[config.mk]
export PLATFORM = sky130hd
export DESIGN_NAME = life_grid_generation_step_core
export DESIGN_NICKNAME = d
export VERILOG_FILES = /design/src/rtl/lgs_pkg.sv /design/src/rtl/lgs_datapath.sv /design/src/rtl/lgs_controller.sv /design/src/rtl/life_grid_generation_step_core.sv
export SDC_FILE = /design/constraint.sdc
export NUM_CORES = 1
export LEC_CHECK = 0
export BUFFER_PORTS_ARGS = -buffer_cell sky130_fd_sc_hd__clkbuf_2
export CORE_ASPECT_RATIO = 0.9
export CORE_MARGIN = 1
export CORE_UTILIZATION = 30
export DETAILED_ROUTE_END_ITERATION = 10
export SYNTH_ARGS = -nofsm -noshare
export SYNTH_HDL_FRONTEND = slang
export SYNTH_SLANG_ARGS = --single-unit
[constraint.sdc]
create_clock -name clock -period 11.4 [get_ports clock]
set_input_delay 2.28 -clock clock [delete_from_list [all_inputs] [get_ports clock]]
set_output_delay 2.28 -clock clock [all_outputs]
set_load 0.1 [all_outputs]
[src/rtl/lgs_pkg.sv]
// ----------------------------------------------------------------------------
// lgs_pkg
// Shared types and constants of the life grid generation step core.
// ----------------------------------------------------------------------------
`timescale 1ns / 1ps
`default_nettype none

package lgs_pkg;

   // grid geometry
   localparam int GRID_ROWS      = 8;
   localparam int GRID_COLS      = 8;
   localparam int MAX_SHOWN_ROWS = 8;
   localparam int MASK_BITS      = 8;

   localparam int SHOWN_ROWS = (GRID_ROWS < MAX_SHOWN_ROWS) ? GRID_ROWS : MAX_SHOWN_ROWS;
   localparam int ROW_W      = $clog2(GRID_ROWS);

   // fixed field widths
   localparam int OP_W    = 2;
   localparam int IDX_W   = 3;
   localparam int MASK_W  = 8;
   localparam int NBR_W   = 4;

   // neighbor counts of the rule
   localparam logic [NBR_W-1:0] NBR_BIRTH = NBR_W'(3);
   localparam logic [NBR_W-1:0] NBR_KEEP  = NBR_W'(2);

   typedef logic [OP_W-1:0] op_type;
   localparam op_type OP_LOAD    = 2'd0;
   localparam op_type OP_ADVANCE = 2'd1;
   localparam op_type OP_SHOW    = 2'd2;

   typedef logic [1:0] cell_type;
   localparam cell_type CELL_DEAD    = 2'd0;
   localparam cell_type CELL_NEWBORN = 2'd1;
   localparam cell_type CELL_SURV2   = 2'd2;
   localparam cell_type CELL_SURV3   = 2'd3;

   typedef cell_type [GRID_COLS-1:0] row_type;

   typedef enum logic {
      ST_IDLE,
      ST_SWEEP
   } state_type;

   typedef struct packed {
      logic             load_en;
      logic             sweep;
      logic             advance;
      logic             first;
      logic             last_step;
      logic             emit;
      logic             emit_last;
      logic [IDX_W-1:0] out_row;
   } ctrl_cmd_type;

endpackage

`default_nettype wire

[src/rtl/lgs_datapath.sv]
// ----------------------------------------------------------------------------
// lgs_datapath
// Cell grid as a rotating row line, next-generation row logic and the
// registered result word.
// ----------------------------------------------------------------------------
`timescale 1ns / 1ps
`default_nettype none

module lgs_datapath (
   input  wire logic                     clock,
   input  wire logic                     reset,
   input  wire lgs_pkg::ctrl_cmd_type    cmd,
   input  wire logic [lgs_pkg::IDX_W-1:0]  req_row_index,
   input  wire logic [lgs_pkg::MASK_W-1:0] req_row_bits,
   output logic                          rsp_strobe,
   output logic [lgs_pkg::IDX_W-1:0]     rsp_out_row,
   output logic [lgs_pkg::MASK_W-1:0]    rsp_red_mask,
   output logic [lgs_pkg::MASK_W-1:0]    rsp_green_mask,
   output logic                          rsp_last_row
);
   import lgs_pkg::*;

   row_type grid_ff [GRID_ROWS];
   row_type grid_in [GRID_ROWS];
   row_type prev_ff;
   row_type prev_in;

   row_type above;
   row_type cur;
   row_type below;
   row_type new_row;
   row_type load_row;

   logic [GRID_COLS+MASK_BITS-1:0] bits_ext;
   logic [GRID_COLS+MASK_BITS-1:0] red_ext;
   logic [GRID_COLS+MASK_BITS-1:0] green_ext;

   logic              strobe_ff;
   logic [IDX_W-1:0]  out_row_ff;
   logic [MASK_W-1:0] red_ff;
   logic [MASK_W-1:0] green_ff;
   logic              last_ff;

   function automatic row_type next_gen(input row_type a, input row_type m, input row_type b);
      logic [GRID_COLS+1:0] la;
      logic [GRID_COLS+1:0] lm;
      logic [GRID_COLS+1:0] lb;
      logic [NBR_W-1:0]     n;
      row_type              res;
      for (int c = 0; c < GRID_COLS; c++) begin
         la[c+1] = |a[c];
         lm[c+1] = |m[c];
         lb[c+1] = |b[c];
      end
      la[0] = 1'b0;
      lm[0] = 1'b0;
      lb[0] = 1'b0;
      la[GRID_COLS+1] = 1'b0;
      lm[GRID_COLS+1] = 1'b0;
      lb[GRID_COLS+1] = 1'b0;
      for (int c = 0; c < GRID_COLS; c++) begin
         n = NBR_W'(la[c]) + NBR_W'(la[c+1]) + NBR_W'(la[c+2])
           + NBR_W'(lm[c]) + NBR_W'(lm[c+2])
           + NBR_W'(lb[c]) + NBR_W'(lb[c+1]) + NBR_W'(lb[c+2]);
         if (lm[c+1]) begin
            if (n == NBR_KEEP) begin
               res[c] = CELL_SURV2;
            end else if (n == NBR_BIRTH) begin
               res[c] = CELL_SURV3;
            end else begin
               res[c] = CELL_DEAD;
            end
         end else begin
            res[c] = (n == NBR_BIRTH) ? CELL_NEWBORN : CELL_DEAD;
         end
      end
      return res;
   endfunction

   // row window around the row at the head of the line
   always_comb begin
      cur   = grid_ff[0];
      above = cmd.first ? '0 : prev_ff;
      below = cmd.last_step ? '0 : grid_ff[1];
      new_row = cmd.advance ? next_gen(above, cur, below) : cur;
   end

   always_comb begin
      bits_ext = (GRID_COLS+MASK_BITS)'(req_row_bits);
      for (int c = 0; c < GRID_COLS; c++) begin
         load_row[c] = bits_ext[c] ? CELL_NEWBORN : CELL_DEAD;
      end
   end

   always_comb begin
      red_ext   = '0;
      green_ext = '0;
      for (int c = 0; c < GRID_COLS; c++) begin
         red_ext[c]   = new_row[c][1];
         green_ext[c] = new_row[c][0];
      end
   end

   always_comb begin
      prev_in = prev_ff;
      for (int i = 0; i < GRID_ROWS; i++) begin
         grid_in[i] = grid_ff[i];
      end
      if (cmd.sweep) begin
         for (int i = 0; i < GRID_ROWS - 1; i++) begin
            grid_in[i] = grid_ff[i+1];
         end
         grid_in[GRID_ROWS-1] = new_row;
         prev_in = cur;
      end else if (cmd.load_en) begin
         for (int i = 0; i < GRID_ROWS; i++) begin
            if (int'(req_row_index) == i) begin
               grid_in[i] = load_row;
            end
         end
      end
   end

   always_ff @(posedge clock) begin
      if (reset) begin
         for (int i = 0; i < GRID_ROWS; i++) begin
            grid_ff[i] <= '0;
         end
      end else begin
         for (int i = 0; i < GRID_ROWS; i++) begin
            grid_ff[i] <= grid_in[i];
         end
      end
   end

   always_ff @(posedge clock) begin
      prev_ff <= prev_in;
   end

   always_ff @(posedge clock) begin
      if (reset) begin
         strobe_ff <= 1'b0;
      end else begin
         strobe_ff <= cmd.emit;
      end
   end

   always_ff @(posedge clock) begin
      if (cmd.emit) begin
         out_row_ff <= cmd.out_row;
         red_ff     <= red_ext[MASK_W-1:0];
         green_ff   <= green_ext[MASK_W-1:0];
         last_ff    <= cmd.emit_last;
      end
   end

   assign rsp_strobe     = strobe_ff;
   assign rsp_out_row    = out_row_ff;
   assign rsp_red_mask   = red_ff;
   assign rsp_green_mask = green_ff;
   assign rsp_last_row   = last_ff;

endmodule

`default_nettype wire

[src/rtl/lgs_controller.sv]
// ----------------------------------------------------------------------------
// lgs_controller
// Accepts command words and sequences the row sweep of an advance or show.
// ----------------------------------------------------------------------------
`timescale 1ns / 1ps
`default_nettype none

module lgs_controller (
   input  wire logic                   clock,
   input  wire logic                   reset,
   input  wire logic                   start,
   input  wire lgs_pkg::op_type        req_op,
   output logic                        busy,
   output lgs_pkg::ctrl_cmd_type       cmd
);
   import lgs_pkg::*;

   state_type        state_ff;
   state_type        state_in;
   logic [ROW_W-1:0] count_ff;
   logic [ROW_W-1:0] count_in;
   logic             adv_ff;
   logic             adv_in;
   logic             accept;
   logic             last_step;

   assign accept    = start && (state_ff == ST_IDLE);
   assign last_step = (count_ff == ROW_W'(GRID_ROWS - 1));

   // next state
   always_comb begin
      state_in = state_ff;
      case (state_ff)
         ST_IDLE: begin
            if (accept && (req_op inside {OP_ADVANCE, OP_SHOW})) begin
               state_in = ST_SWEEP;
            end
         end
         ST_SWEEP: begin
            if (last_step) begin
               state_in = ST_IDLE;
            end
         end
         default: begin
            state_in = ST_IDLE;
         end
      endcase
   end

   always_comb begin
      count_in = (state_ff == ST_SWEEP && !last_step) ? count_ff + 1'b1 : '0;
      adv_in   = accept ? (req_op == OP_ADVANCE) : adv_ff;
   end

   always_ff @(posedge clock) begin
      if (reset) begin
         state_ff <= ST_IDLE;
         count_ff <= '0;
         adv_ff   <= 1'b0;
      end else begin
         state_ff <= state_in;
         count_ff <= count_in;
         adv_ff   <= adv_in;
      end
   end

   // outputs
   always_comb begin
      busy          = 1'b0;
      cmd.load_en   = 1'b0;
      cmd.sweep     = 1'b0;
      cmd.advance   = adv_ff;
      cmd.first     = (count_ff == '0);
      cmd.last_step = last_step;
      cmd.emit      = 1'b0;
      cmd.emit_last = (count_ff == ROW_W'(SHOWN_ROWS - 1));
      cmd.out_row   = IDX_W'(count_ff);
      case (state_ff)
         ST_IDLE: begin
            cmd.load_en = accept && (req_op == OP_LOAD);
         end
         ST_SWEEP: begin
            busy      = 1'b1;
            cmd.sweep = 1'b1;
            cmd.emit  = ({1'b0, count_ff} < (ROW_W+1)'(SHOWN_ROWS));
         end
         default: begin
            busy = 1'b0;
         end
      endcase
   end

`ifndef NO_ASSERTIONS
   a_sweep_ends: assert property (@(posedge clock) disable iff (reset)
      (state_ff == ST_SWEEP && last_step) |=> (state_ff == ST_IDLE))
      else $error("sweep did not end after the last row");

   a_advance_starts: assert property (@(posedge clock) disable iff (reset)
      (accept && req_op == OP_ADVANCE) |=> (state_ff == ST_SWEEP && adv_ff && count_ff == '0))
      else $error("advance word did not start a computing sweep");

   a_count_idle: assert property (@(posedge clock) disable iff (reset)
      (count_ff != '0) |-> (state_ff == ST_SWEEP))
      else $error("row counter running outside a sweep");

   a_no_load_in_sweep: assert property (@(posedge clock) disable iff (reset)
      cmd.sweep |-> !cmd.load_en)
      else $error("row load during a sweep");
`endif

endmodule

`default_nettype wire

[src/rtl/life_grid_generation_step_core.sv]
// ----------------------------------------------------------------------------
// life_grid_generation_step_core
// Game of life engine on a bounded grid with per-row display masks.
// ----------------------------------------------------------------------------
// A command word is taken when start is high and busy is low. A load word
// (req_op load) writes one row in the cycle it is taken and leaves busy low,
// so loads can follow each other every cycle. An advance word computes the
// next generation and a show word leaves the grid as is; both then sweep the
// grid one row per cycle, busy high for the whole sweep, so the next advance
// or show word can be taken only once the sweep has ended and busy is low.
// Each row of the first eight gives one result word on the rsp_ ports, marked
// by rsp_strobe for one cycle: the first comes once the state register is in
// the sweep and the result registers have caught the head row; the rest follow
// one per cycle and rsp_last_row flags the last. The sweep rate is set by the
// next-generation logic, which handles one row per cycle while the row line
// rotates. Unused op codes are taken and do nothing. The receiver cannot stall:
// it must take each result word in its cycle. A synchronous reset clears the
// grid to all dead cells and returns the core to idle.
// ----------------------------------------------------------------------------
`timescale 1ns / 1ps
`default_nettype none

module life_grid_generation_step_core (
   input  wire logic                       clock,
   input  wire logic                       reset,
   input  wire logic                       start,
   output logic                            busy,
   input  wire logic [lgs_pkg::OP_W-1:0]   req_op,
   input  wire logic [lgs_pkg::IDX_W-1:0]  req_row_index,
   input  wire logic [lgs_pkg::MASK_W-1:0] req_row_bits,
   output logic                            rsp_strobe,
   output logic [lgs_pkg::IDX_W-1:0]       rsp_out_row,
   output logic [lgs_pkg::MASK_W-1:0]      rsp_red_mask,
   output logic [lgs_pkg::MASK_W-1:0]      rsp_green_mask,
   output logic                            rsp_last_row
);
   import lgs_pkg::*;

   ctrl_cmd_type cmd;

   lgs_controller u_controller (
      .clock  (clock),
      .reset  (reset),
      .start  (start),
      .req_op (req_op),
      .busy   (busy),
      .cmd    (cmd)
   );

   lgs_datapath u_datapath (
      .clock          (clock),
      .reset          (reset),
      .cmd            (cmd),
      .req_row_index  (req_row_index),
      .req_row_bits   (req_row_bits),
      .rsp_strobe     (rsp_strobe),
      .rsp_out_row    (rsp_out_row),
      .rsp_red_mask   (rsp_red_mask),
      .rsp_green_mask (rsp_green_mask),
      .rsp_last_row   (rsp_last_row)
   );

endmodule

`default_nettype wire
==> Word level (Yosys, flattened, before mapping) <==
Memory sizes are Yosys's and may differ from the RTL's.
Cells that the tools add are included.
{ "totals": {"mem_bits_rw": 128, "word_cells": 206, "rom_bits": 0, "reg_bits": 42, "inputBits": 16, "latchBits": 0, "mem_count": 1} }
{ "classes": {"multipliers": 0, "n_eq_ne": 26, "muxes": 69, "reduce_logical": 34, "bitwise_logic": 10, "add_sub_neg": 50, "div_mod_pow": 0, "shift": 0, "n_lt_le_gt_ge": 0} }
{ "memory_table": {"columns": ["name", "depth", "word_bits", "read_ports", "rd_clocked_by_memory_dff", "wr", "line", "text"], "rows": [
  ["u_datapath.grid_ff", 8, 16, 8, 0, 8, "lgs_datapath.sv:23", "row_type grid_ff [GRID_ROWS];"]
]} }
{ "op_table": {"columns": ["operator", "count"], "rows": [
  ["$mux 16", 19],
  ["$mux 128", 2],
  ["$add 4x1->4", 42],
  ["$eq 4x2->1 const B", 16],
  ["$reduce_or 2->1", 25],
  ["$mux 2", 24],
  ["$mux 1", 23],
  ["$eq 3x3->1 const B", 5],
  ["$add 1x1->2", 7],
  ["$or 1x1->1", 8],
  ["$eq 3x2->1 const B", 2],
  ["$logic_not 3->1", 2],
  ["$logic_and 1x1->1", 4],
  ["$add 3x1->3 const B", 1],
  ["$eq 3x1->1 const B", 1],
  ["$eq 2x1->1 const B", 1],
  ["$eq 2x2->1 const B", 1],
  ["$logic_not 2->1", 1],
  ["$not 1->1", 2],
  ["$pmux 1 s2", 1],
  ["$reduce_bool 2->1", 1],
  ["$logic_not 1->1", 1]
]} }

==> Longest topological paths before layout <==
Gate-level depths: netlist of the first run.
{ "logic_depth": {"depth_word": 17, "depth_mapped": 17} }

==> By module <==
Synthesis of the first run repeated with hierarchy kept, for this count alone.
{ "unflattened": {"hier_cells": 801, "hier_area_um2": 7953.9} }
{ "modules_own_cells": {"columns": ["mod", "seq_area_each_um2", "instances", "area_each_um2", "cells_per_inst"], "rows": [
  ["lgs_datapath", 3663.5, 1, 7634.8, 768],
  ["lgs_controller", 100.1, 1, 319.1, 33]
]} }

==> Least setup slack after synthesis of the first run <==
Ideal clock, no wire load.
{ "synth_path": {"path_type": "reg-to-output", "from": "register u_controller.state_ff", "to": "output busy", "n_path_buf": 0, "t_arrival_ns": 1.811, "t_required_ns": 9.120, "stages_incl_launch_ff": 1, "path_slack_ns": 7.309, "path_cell_list": "dfxtp_1"} }
{ "synth_between": {"elab_chain_len": 1} }
{ "synth_lines": {"columns": ["element", "line", "text"], "rows": [
  ["start, declared", "lgs_controller.sv:18", "state_type state_ff;"],
  ["start signal, assigned", "lgs_controller.sv:61", "state_ff <= state_in;"],
  ["$mux 1", "lgs_controller.sv:78", "case (state_ff)"],
  ["end, declared", "life_grid_generation_step_core.sv:27", "output logic busy,"]
]} }
Every way passes these cells.

==> flow_summary.yaml, run 1 <==
clocking:
  clock-sinks: 170
  post_cts_resized: 0
  clk_latency_ns: 0.43
  cts.clk_slew.worst_paths_ns: 0.07
  postCtsHoldBufs: 0
  post_cts_buffers: 0
  cts_root_buf: "clkbuf_16"
  cts_made_buffers: 17
  cts_tree: "built"
  h-tree-depth: 4
  cts_max_path_buffers: 2
routing:
  drc: 0
  drtIter0Drc: 538
  via_per_inst: 5.09
  wirelength_um: 18900
  routedWlPerCell_um: 17.2
  final_antenna_net_count: 0
  vias: 5600
  dr.pass1.iters: 5
floorplanning:
  fp.dieArea_um2: 26000
  rows: 54
  die_w_um: 170
  io-pin-count: 38
  start_util: 0.310
  fp.coreArea_um2: 24500
  die_y_um: 153
yosys:
  syn_inst: 737
  synthDistinctLibCells: 39
  netlist.area_leader.share: 0.353
  synth.avg_cell_area_um2: 10.3
  ys_seq_area_frac: 0.496
  ys_ff_latch: 170
  syn_nets: 807
  synth-main-ff-cell: "dfxtp_1"
  synth_edf_count: 36
  yosysWarnings: 0
  syn_area_um2: 7590
  yosysTopAreaCell: "dfxtp_1"
  synthTopCellsByArea: "dfxtp_1 (35%), edfxtp_1 (14%), fa_1 (7.4%)"
  synthArstFlopShare: 0
power:
  power.density_nw_per_um2: 155
  p_leak_nw: 3.24
  vdd_drop_max_v: 0.000106
setup_path:
  crit_path_cell_trace: "inv_1 > ha_1 > nand2b_1 > o21ai_0 > inv_1 > ha_1 > inv_1 > fa_1 > fa_1 > fa_1 > fa_1 > nor2_1 > a31oi_1 > o32ai_1 > a22o_1"
  crit_fanout: 6
  rrSetupSlack_ns: 7.03
  slowest_delay_ns: 0.57
  cp-end-kind: "register"
  cp_num_buf_inv: 3
  cp.depth: 15
  reg2reg_depth: 15
  cp.arrival_ns: 4.74
  crit_top_cell: "fa_1"
  cp-start-kind: "register"
  crit_type: "register to register"
  worstPathRequired_ns: 11.77
  cp_slowest_cell: "o32ai_1"
  critPathTopFamily: "adder cells"
final_layout:
  final_cells: 1101
  fillerInstances: 2455
  antenna_cells: 0
  final_cell_mix: "dfxtp_1 (133), a22oi_1 (74), inv_1 (65)"
  final_nets: 822
  final_common_cell: "dfxtp_1"
  drive_gt1_frac: 0.132
  syn2layout_area_growth_pct: 13.8
sta:
  rsz0062_at_grt: "false"
  period_share: 0.383
  slew_viol_final: 0
  slew-limit-headroom: 0.362
  hold_viol_final: 0
  tightest_slew_ns: 0.956
  clock_skew_ns: 0.00751
  setup_viol: 0
  period_minus_slack_ns: 4.37
  max_freq_mhz: 229
  setup_tns_ns: 0
grt:
  first_global_vias: 5155
  grt_max_degree: 65
  grt_pass1_wl_um: 29500
  overflow: 0
  grt_antenna_before_repair: 0
  groute.usage.overall: 0.148
hold_path:
  holdPathStages: 2
  min_path_type: "register to register"
placed_design:
  portBuffers: 37
  place_hpwl_um: 13200
  place.gp.congestion: 0.809
  dp.cells: 1069
run_status:
  outcome: "finished, final reports clean"
flow_run:
  max_cap_violations: 0
==> worst register-to-register path: stages (launching register included) <==
cell and delay (ns):
dfxtp_1 0.38, inv_1 0.06, ha_1 0.20, nand2b_1 0.21
o21ai_0 0.24, inv_1 0.10, ha_1 0.23, inv_1 0.07
fa_1 0.45, fa_1 0.51, fa_1 0.44, fa_1 0.40
nor2_1 0.10, a31oi_1 0.12, o32ai_1 0.57, a22o_1 0.24
==> sequential cells by signal (all words and copies together) (netlist names) <==
| signal | count |
|---|---|
| u_controller.adv_ff | 1 |
| u_controller.count_ff | 3 |
| u_controller.state_ff | 1 |
| u_datapath.grid_ff | 128 |
| u_datapath.prev_ff | 16 |
| u_datapath.rsp_green_mask | 8 |
| u_datapath.rsp_last_row | 1 |
| u_datapath.rsp_out_row | 3 |
| u_datapath.rsp_red_mask | 8 |
| u_datapath.rsp_strobe | 1 |
==> routing by layer <==
layer  routed length [µm]  part of all wire  track usage
met5                    0                 0            0
met4                  194             0.010       0.0412
met3                 1070             0.056       0.0249
met2                 7860              0.42        0.203
met1                 9810              0.52        0.234
==> cells in the mapped netlist (all sizes together) (3+ instances only) <==
master and n:
a211oi 3, a21oi 61, a222oi 8, a22o 46
a22oi 74, a31oi 4, buf 15, clkbuf 31
dfxtp 134, edfxtp 36, fa 28, ha 26
inv 66, mux2i 9, nand2 55, nand2b 15
nor2 63, nor2b 10, nor3 11, o21ai 6
o2bb2ai 8, o31ai 4, or2 13
==> worst paths after layout <==
kind / start / to
max: u_controller.count_ff[0]$_SDFF_PP0_ / u_datapath.grid_ff[0][117]$_SDFFE_PP0P_
min: u_datapath.grid_ff[0][108]$_SDFFE_PP0P_ / u_datapath.grid_ff[0][92]$_SDFFE_PP0P_
max reg2reg: u_controller.count_ff[0]$_SDFF_PP0_ / u_datapath.grid_ff[0][117]$_SDFFE_PP0P_
min reg2reg: u_datapath.grid_ff[0][108]$_SDFFE_PP0P_ / u_datapath.grid_ff[0][92]$_SDFFE_PP0P_
==> area by class of cell <==
class | instances | area [µm²] | share of cell area
inverter | 66 | 248 | 0.0287
timing repair buffer | 42 | 223 | 0.0258
clock buffer | 17 | 425 | 0.0492
tap | 336 | 420 | 0.0486
sequential | 170 | 3770 | 0.436
multi-input combinational | 455 | 3380 | 0.391
clock inverter | 15 | 178 | 0.0205
==> report_power, final <==
group	internal [mW]	total, mW	switching (mW)
registers	0.624	0.630	0.00532
logic	0.0223	0.120	0.0976
clock network	0.331	0.593	0.262
==> cell families (layout without fill, tap and decap cells) <==
kind of cell	Yosys count	count (layout)	synth area share
multiplexers	9	9	0.0119
AND/OR/NAND/NOR	174	174	0.107
flip-flops	170	170	0.496
buffers and inverters	112	140	0.0588
AO/OA/AOI/OAI	218	218	0.210
adder cells (fa/ha/maj)	54	54	0.117
==> stage by stage <==
step	area, µm²	worst slack (ns)	utilization	hold slack (ns)	power, mW
after CTS	8650	7.04	0.353	0.454	1.35
after global routing	8650	6.80	0.353	0.471	1.39
after detailed placement	8040	6.92	0.328	0.445	0.763
final	8650	7.03	0.353	0.452	1.34
after global placement	8040	6.93	0.328	0.441	0.762
after floorplan	7590	7.31	-	0.431	0.734
No activity file was read; power rests on OpenSTA's default activity.
==> run 2, diff against run 1 <==
--- a/config.mk
+++ b/config.mk
@@ -5,6 +5,7 @@
 export SDC_FILE = /design/constraint.sdc
 export NUM_CORES = 1
 export LEC_CHECK = 0
+export ABC_AREA = 1
 export BUFFER_PORTS_ARGS = -buffer_cell sky130_fd_sc_hd__clkbuf_2
 export CORE_ASPECT_RATIO = 0.9
 export CORE_MARGIN = 1
==> constraint.sdc (replaced) <==
create_clock -name clock -period 4.3 [get_ports clock]
set_input_delay 0.86 -clock clock [delete_from_list [all_inputs] [get_ports clock]]
set_output_delay 0.86 -clock clock [all_outputs]
set_load 0.1 [all_outputs]
==> flow_summary.yaml, run 2 <==
clocking:
  cts_tree: "built"
  h-tree-depth: 4
  clock-sinks: 170
  cts_max_path_buffers: 2
  cts.clk_slew.worst_paths_ns: 0.07
  clk_latency_ns: 0.43
  cts_root_buf: "clkbuf_16"
  cts_made_buffers: 17
  postCtsHoldBufs: 0
yosys:
  netlist.area_leader.share: 0.325
  synth.avg_cell_area_um2: 8.08
  synthTopCellsByArea: "dfxtp_1 (32%), nand2_1 (17%), edfxtp_1 (13%)"
  ys_seq_area_frac: 0.456
  syn_area_um2: 8260
  syn_inst: 1023
  synthTopCellsByCount: "nand2_1 (369), dfxtp_1 (134), inv_1 (93), nand3_1 (73), a21oi_1 (58)"
  syn_nets: 1093
  yosysTopAreaCell: "dfxtp_1"
  synthDistinctLibCells: 31
  yosysWarnings: 0
  ys_ff_latch: 170
  yosysMostFrequentCell: "nand2_1"
  synthArstFlopShare: 0
  synth_edf_count: 36
  synth-main-ff-cell: "dfxtp_1"
routing:
  final_antenna_net_count: 0
  drc: 0
  via_per_inst: 4.68
  wirelength_um: 21000
  vias: 6619
  routedWlPerCell_um: 14.8
  dr.pass1.iters: 5
  drtIter0Drc: 564
power:
  p_int_mw: 2.71
  switching_power_mw: 1.15
  pwr-share-comb: 0.151
  switching_share: 0.297
  pwr-share-clk: 0.397
  power.density_nw_per_um2: 414
  vdd_drop_max_v: 0.000268
  seqPwrFrac: 0.451
  p_leak_nw: 4.12
setup_path:
  reg2reg_depth: 15
  cp-start-kind: "register"
  worstReg2RegEnd: "u_datapath.grid_ff[0][114]$_SDFFE_PP0P_"
  cp_slowest_cell: "fa_1"
  crit_fanout: 4
  cp-end-kind: "register"
  reg2reg_from: "u_controller.count_ff[0]$_SDFF_PP0_"
  cp.arrival_ns: 4.40
  slowest_delay_ns: 0.55
  crit_path_cell_trace: "ha_1 > ha_1 > a21oi_1 > inv_1 > fa_1 > fa_1 > inv_1 > fa_1 > inv_1 > fa_1 > nor3b_1 > nand2_1 > nand2_1 > nand2_1 > nand2_1"
  rrSetupSlack_ns: 0.28
  worstPathRequired_ns: 4.67
  crit_type: "register to register"
placed_design:
  place_hpwl_um: 14600
  place.gp.congestion: 0.829
  portBuffers: 37
grt:
  overflow: 0
  grt_max_degree: 86
  groute.usage.overall: 0.156
  grt_pass1_wl_um: 34700
  first_global_vias: 6357
  grt_antenna_before_repair: 0
sta:
  period_share: 0.936
  holdWs_ns: 0.460
  period_minus_slack_ns: 4.02
  slew_viol_final: 0
  clock_skew_ns: 0.00770
  slew-limit-headroom: 0.324
  tightest_slew_ns: 1.01
  hold_viol_final: 0
  max_freq_mhz: 249
  setup_viol: 0
  rsz0062_at_grt: "false"
  setup_tns_ns: 0
floorplanning:
  fp.dieArea_um2: 28200
  io-pin-count: 38
  fp.coreArea_um2: 27000
  rows: 57
  start_util: 0.306
  die_y_um: 159
  die_w_um: 177
hold_path:
  hold_end: "u_datapath.grid_ff[0][59]$_SDFFE_PP0P_"
  min_path_type: "register to register"
  holdPathStages: 2
  min_from: "u_datapath.grid_ff[0][75]$_SDFFE_PP0P_"
final_layout:
  drive_gt1_frac: 0.109
  fillerInstances: 2818
  syn2layout_area_growth_pct: 12.8
  antenna_cells: 0
  top_register: "u_datapath.grid_ff"
  largest_register_ffs: 128
  final_cell_mix: "nand2_1 (369), dfxtp_1 (133), inv_1 (91)"
  top_regs: "u_datapath.grid_ff x128, u_datapath.prev_ff x16"
  final_common_cell: "nand2_1"
  final_nets: 1116
flow_run:
  max_cap_violations: 0
run_status:
  outcome: "finished, final reports clean"
[run 2: cell type report]
type / count / area, µm² / share of cell area
clock buffer: 20 / 478 / 0.0513
clock inverter: 12 / 113 / 0.0121
inverter: 97 / 365 / 0.0392
multi-input combinational: 711 / 3880 / 0.416
sequential: 170 / 3770 / 0.404
tap: 354 / 443 / 0.0475
timing repair buffer: 49 / 275 / 0.0295
[run 2: what timing repair did]
item | 4_1_cts | 5_1_grt
buffers inserted | 0 | 0
resized for setup | 0 | 13
endpoints found under the setup margin | 0 | 16
[run 2: worst max-delay path: cells and delay by family (launching register included)]
family                   cells  cell delay [ns]
flip-flops                   1             0.34
adder cells (fa/ha/maj)      6             2.34
AO/OA/AOI/OAI                1             0.34
AND/OR/NAND/NOR              5             0.61
buffers and inverters        3             0.32
[run 2: routing by layer]
layer	GRT usage	part of all wire	wire (µm)
met5	0	0	0
met4	0.0545	0.019	399
met3	0.0265	0.042	885
met2	0.237	0.44	9310
met1	0.223	0.49	10400
[run 2: worst max path at each step]
stage | from | end | slack (ns) | depth (start not counted)
6_report | u_controller.count_ff[0]$_SDFF_PP0_ | u_datapath.grid_ff[0][114]$_SDFFE_PP0P_ | 0.28 | 15
3_3_place_gp | u_controller.count_ff[0]$_SDFF_PP0_ | u_datapath.rsp_green_mask[5]$_DFFE_PP_ | 0.21 | 20
5_1_grt | u_controller.count_ff[0]$_SDFF_PP0_ | u_datapath.grid_ff[0][114]$_SDFFE_PP0P_ | 0.02 | 15
4_1_cts | u_controller.count_ff[0]$_SDFF_PP0_ | u_datapath.grid_ff[0][122]$_SDFFE_PP0P_ | 0.13 | 22
3_5_place_dp | u_controller.count_ff[0]$_SDFF_PP0_ | u_datapath.grid_ff[0][122]$_SDFFE_PP0P_ | 0.13 | 22
2_1_floorplan | u_controller.count_ff[0]$_SDFF_PP0_ | u_datapath.rsp_red_mask[6]$_DFFE_PP_ | 0.49 | 20
[run 2: cell families after synthesis]
logic type / Yosys count / synth area share
buf+inv: 142 / 0.0772
xor+xnor: 5 / 0.00530
simple gates: 514 / 0.267
flops: 170 / 0.456
compound gates: 138 / 0.0881
fa+ha+maj: 54 / 0.107
[run 2: power by group through the flow]
stage | clock, mW | combinational [mW] | sequential (mW)
floorplan | 0 | 0.356 | 1.87
global placement | 0 | 0.578 | 1.77
detailed placement | 0 | 0.585 | 1.77
CTS | 1.56 | 0.586 | 1.74
global route | 1.63 | 0.655 | 1.75
finish | 1.53 | 0.583 | 1.74
[run 2: through the flow]
step	total power, mW	setup slack (ns)	instance area [µm²]	cells	util
after floorplan	2.23	0.492	8260	1023	-
after global placement	2.35	0.212	8710	1381	0.322
after detailed placement	2.36	0.131	8710	1381	0.322
after CTS	3.88	0.132	9300	1413	0.344
after global routing	4.03	0.0171	9320	1413	0.345
final	3.86	0.277	9320	1413	0.345
==> run 3, diff against run 2 <==
--- a/config.mk
+++ b/config.mk
@@ -5,7 +5,6 @@
 export SDC_FILE = /design/constraint.sdc
 export NUM_CORES = 1
 export LEC_CHECK = 0
-export ABC_AREA = 1
 export BUFFER_PORTS_ARGS = -buffer_cell sky130_fd_sc_hd__clkbuf_2
 export CORE_ASPECT_RATIO = 0.9
 export CORE_MARGIN = 1
==> flow_summary.yaml, run 3 (synthesized netlist as in run 1, its figures left out) <==
run_status:
  outcome: "finished, final reports clean"
final_layout:
  final_cells: 1107
  multi_input_area_um2: 3410
  drive_gt1_frac: 0.144
  top_regs: "u_datapath.grid_ff x128, u_datapath.prev_ff x16"
  antenna_cells: 0
  final_core_utilization: 0.355
  largest_register_ffs: 128
  regArea_um2: 3770
  final_common_cell: "dfxtp_1"
  final_nets: 828
  syn2layout_area_growth_pct: 14.8
  final_cell_mix: "dfxtp_1 (132), a22oi_1 (74), inv_1 (65)"
  top_register: "u_datapath.grid_ff"
  fillerInstances: 2478
floorplanning:
  rows: 54
  die_w_um: 170
  die_y_um: 153
  fp.coreArea_um2: 24500
  io-pin-count: 38
  fp.dieArea_um2: 26000
  start_util: 0.310
placed_design:
  portBuffers: 37
  place_hpwl_um: 13500
  place.gp.congestion: 0.843
  dp.cells: 1074
grt:
  first_global_vias: 5428
  overflow: 0
  grt_max_degree: 57
  groute.usage.overall: 0.155
  grt_pass1_wl_um: 31000
  grt_antenna_before_repair: 0
clocking:
  clock-sinks: 170
  postCtsHoldBufs: 0
  clk_latency_ns: 0.43
  cts.clk_slew.worst_paths_ns: 0.07
  cts_max_path_buffers: 2
  cts_tree: "built"
  cts_made_buffers: 17
  h-tree-depth: 4
  cts_root_buf: "clkbuf_16"
setup_path:
  cp_slowest_cell: "fa_1"
  slowest_delay_ns: 0.53
  endpoint: "u_datapath.grid_ff[0][116]$_SDFFE_PP0P_"
  cp-start-kind: "register"
  crit_type: "register to register"
  worstReg2RegEnd: "u_datapath.grid_ff[0][116]$_SDFFE_PP0P_"
  worstPathRequired_ns: 4.58
  reg2reg_depth: 13
  cp_num_buf_inv: 2
  crit_fanout: 9
  rrSetupSlack_ns: 0.16
  cp-end-kind: "register"
  critPathTopFamily: "adder cells"
  cp.arrival_ns: 4.41
  crit_top_cell: "fa_1"
  critPathLaunch: "u_controller.count_ff[0]$_SDFF_PP0_"
  cp.depth: 13
  reg2reg_from: "u_controller.count_ff[0]$_SDFF_PP0_"
  crit_path_cell_trace: "ha_1 > ha_2 > buf_4 > or2_2 > fa_1 > fa_1 > fa_1 > fa_1 > nor2b_1 > a31oi_1 > o41ai_2 > buf_4 > o2bb2ai_1"
sta:
  setup_viol: 0
  slew_viol_final: 0
  setup_tns_ns: 0
  period_minus_slack_ns: 4.14
  clock_skew_ns: 0.0116
  holdWs_ns: 0.450
  slew-limit-headroom: 0.332
  tightest_slew_ns: 1.00
  period_share: 0.962
  max_freq_mhz: 242
  hold_viol_final: 0
power:
  power.density_nw_per_um2: 412
  vdd_drop_max_v: 0.000275
  p_leak_nw: 3.28
routing:
  final_antenna_net_count: 0
  wl_met3_um: 1080
  vias: 5584
  routedWlPerCell_um: 17.4
  via_per_inst: 5.04
  drtIter0Drc: 485
  met2_length_um: 8090
  drc: 0
  wirelength_um: 19200
  top_layer: "met4"
  dr.pass1.iters: 5
  wl_met1_um: 9840
hold_path:
  min_path_type: "register to register"
  holdPathStages: 1
flow_run:
  max_cap_violations: 0
[run 3: cell count changes in the layout (fill, tap and decap cells not counted), sizes merged, moves of 29 or more]
cell   before  now
a22o        0   46
a22oi       0   74
inv        98   69
nand2     385   55
nand3      73    0
o21ai      52    6
[run 3: final cells by class]
class | instances | area share
clock inverter | 10 | 0.0161
clock buffer | 22 | 0.0532
sequential | 170 | 0.432
tap | 336 | 0.0482
multi-input combinational | 455 | 0.391
inverter | 66 | 0.0284
timing repair buffer | 48 | 0.0307
[run 3: what timing repair did]
action                                  4_1_cts  5_1_grt
buffers inserted                              0        1
pin swaps                                     0        1
gates resized for setup                       1        9
endpoints found under the setup margin        2       17
[run 3: report_power, final]
group	internal [mW]	switching, mW
combinational	0.0611	0.244
sequential	1.66	0.0304
clock	0.949	0.649
total	2.67	0.923
[run 3: worst reg2reg max path: cells and delay by family (launching register included)]
family                   cells  cell delay [ns]
buffers and inverters        2             0.36
AND/OR/NAND/NOR              2             0.49
adder cells (fa/ha/maj)      6             2.34
flip-flops                   1             0.34
AO/OA/AOI/OAI                3             0.44
[run 3: worst min-delay path by stage]
| stage | start | to | slack (ns) |
|---|---|---|---|
| floorplan | u_datapath.grid_ff[0][116]$_SDFFE_PP0P_ | u_datapath.grid_ff[0][100]$_SDFFE_PP0P_ | 0.43 |
| global placement | u_datapath.grid_ff[0][32]$_SDFFE_PP0P_ | u_datapath.grid_ff[0][32]$_SDFFE_PP0P_ | 0.44 |
| detailed placement | u_datapath.grid_ff[0][62]$_SDFFE_PP0P_ | u_datapath.grid_ff[0][46]$_SDFFE_PP0P_ | 0.45 |
| CTS | u_datapath.grid_ff[0][62]$_SDFFE_PP0P_ | u_datapath.grid_ff[0][46]$_SDFFE_PP0P_ | 0.46 |
| global route | u_controller.count_ff[0]$_SDFF_PP0_ | u_controller.count_ff[0]$_SDFF_PP0_ | 0.46 |
| finish | u_controller.count_ff[0]$_SDFF_PP0_ | u_controller.count_ff[0]$_SDFF_PP0_ | 0.45 |
[run 3: through the flow]
step	power, mW	instance area [µm²]	setup slack (ns)
floorplan	1.95	7590	0.451
global placement	2.03	8080	-0.0423
detailed placement	2.03	8080	-0.124
CTS	3.60	8690	0.0707
global route	3.70	8720	-0.0108
finish	3.59	8720	0.163
[run 3: layer usage]
layer / GRT usage / vias to the layer above
met1: 0.237 / 2775
met2: 0.220 / 136
li1: - / 2655
met3: 0.0298 / 18
met5: 0 / -
met4: 0.0416 / 0
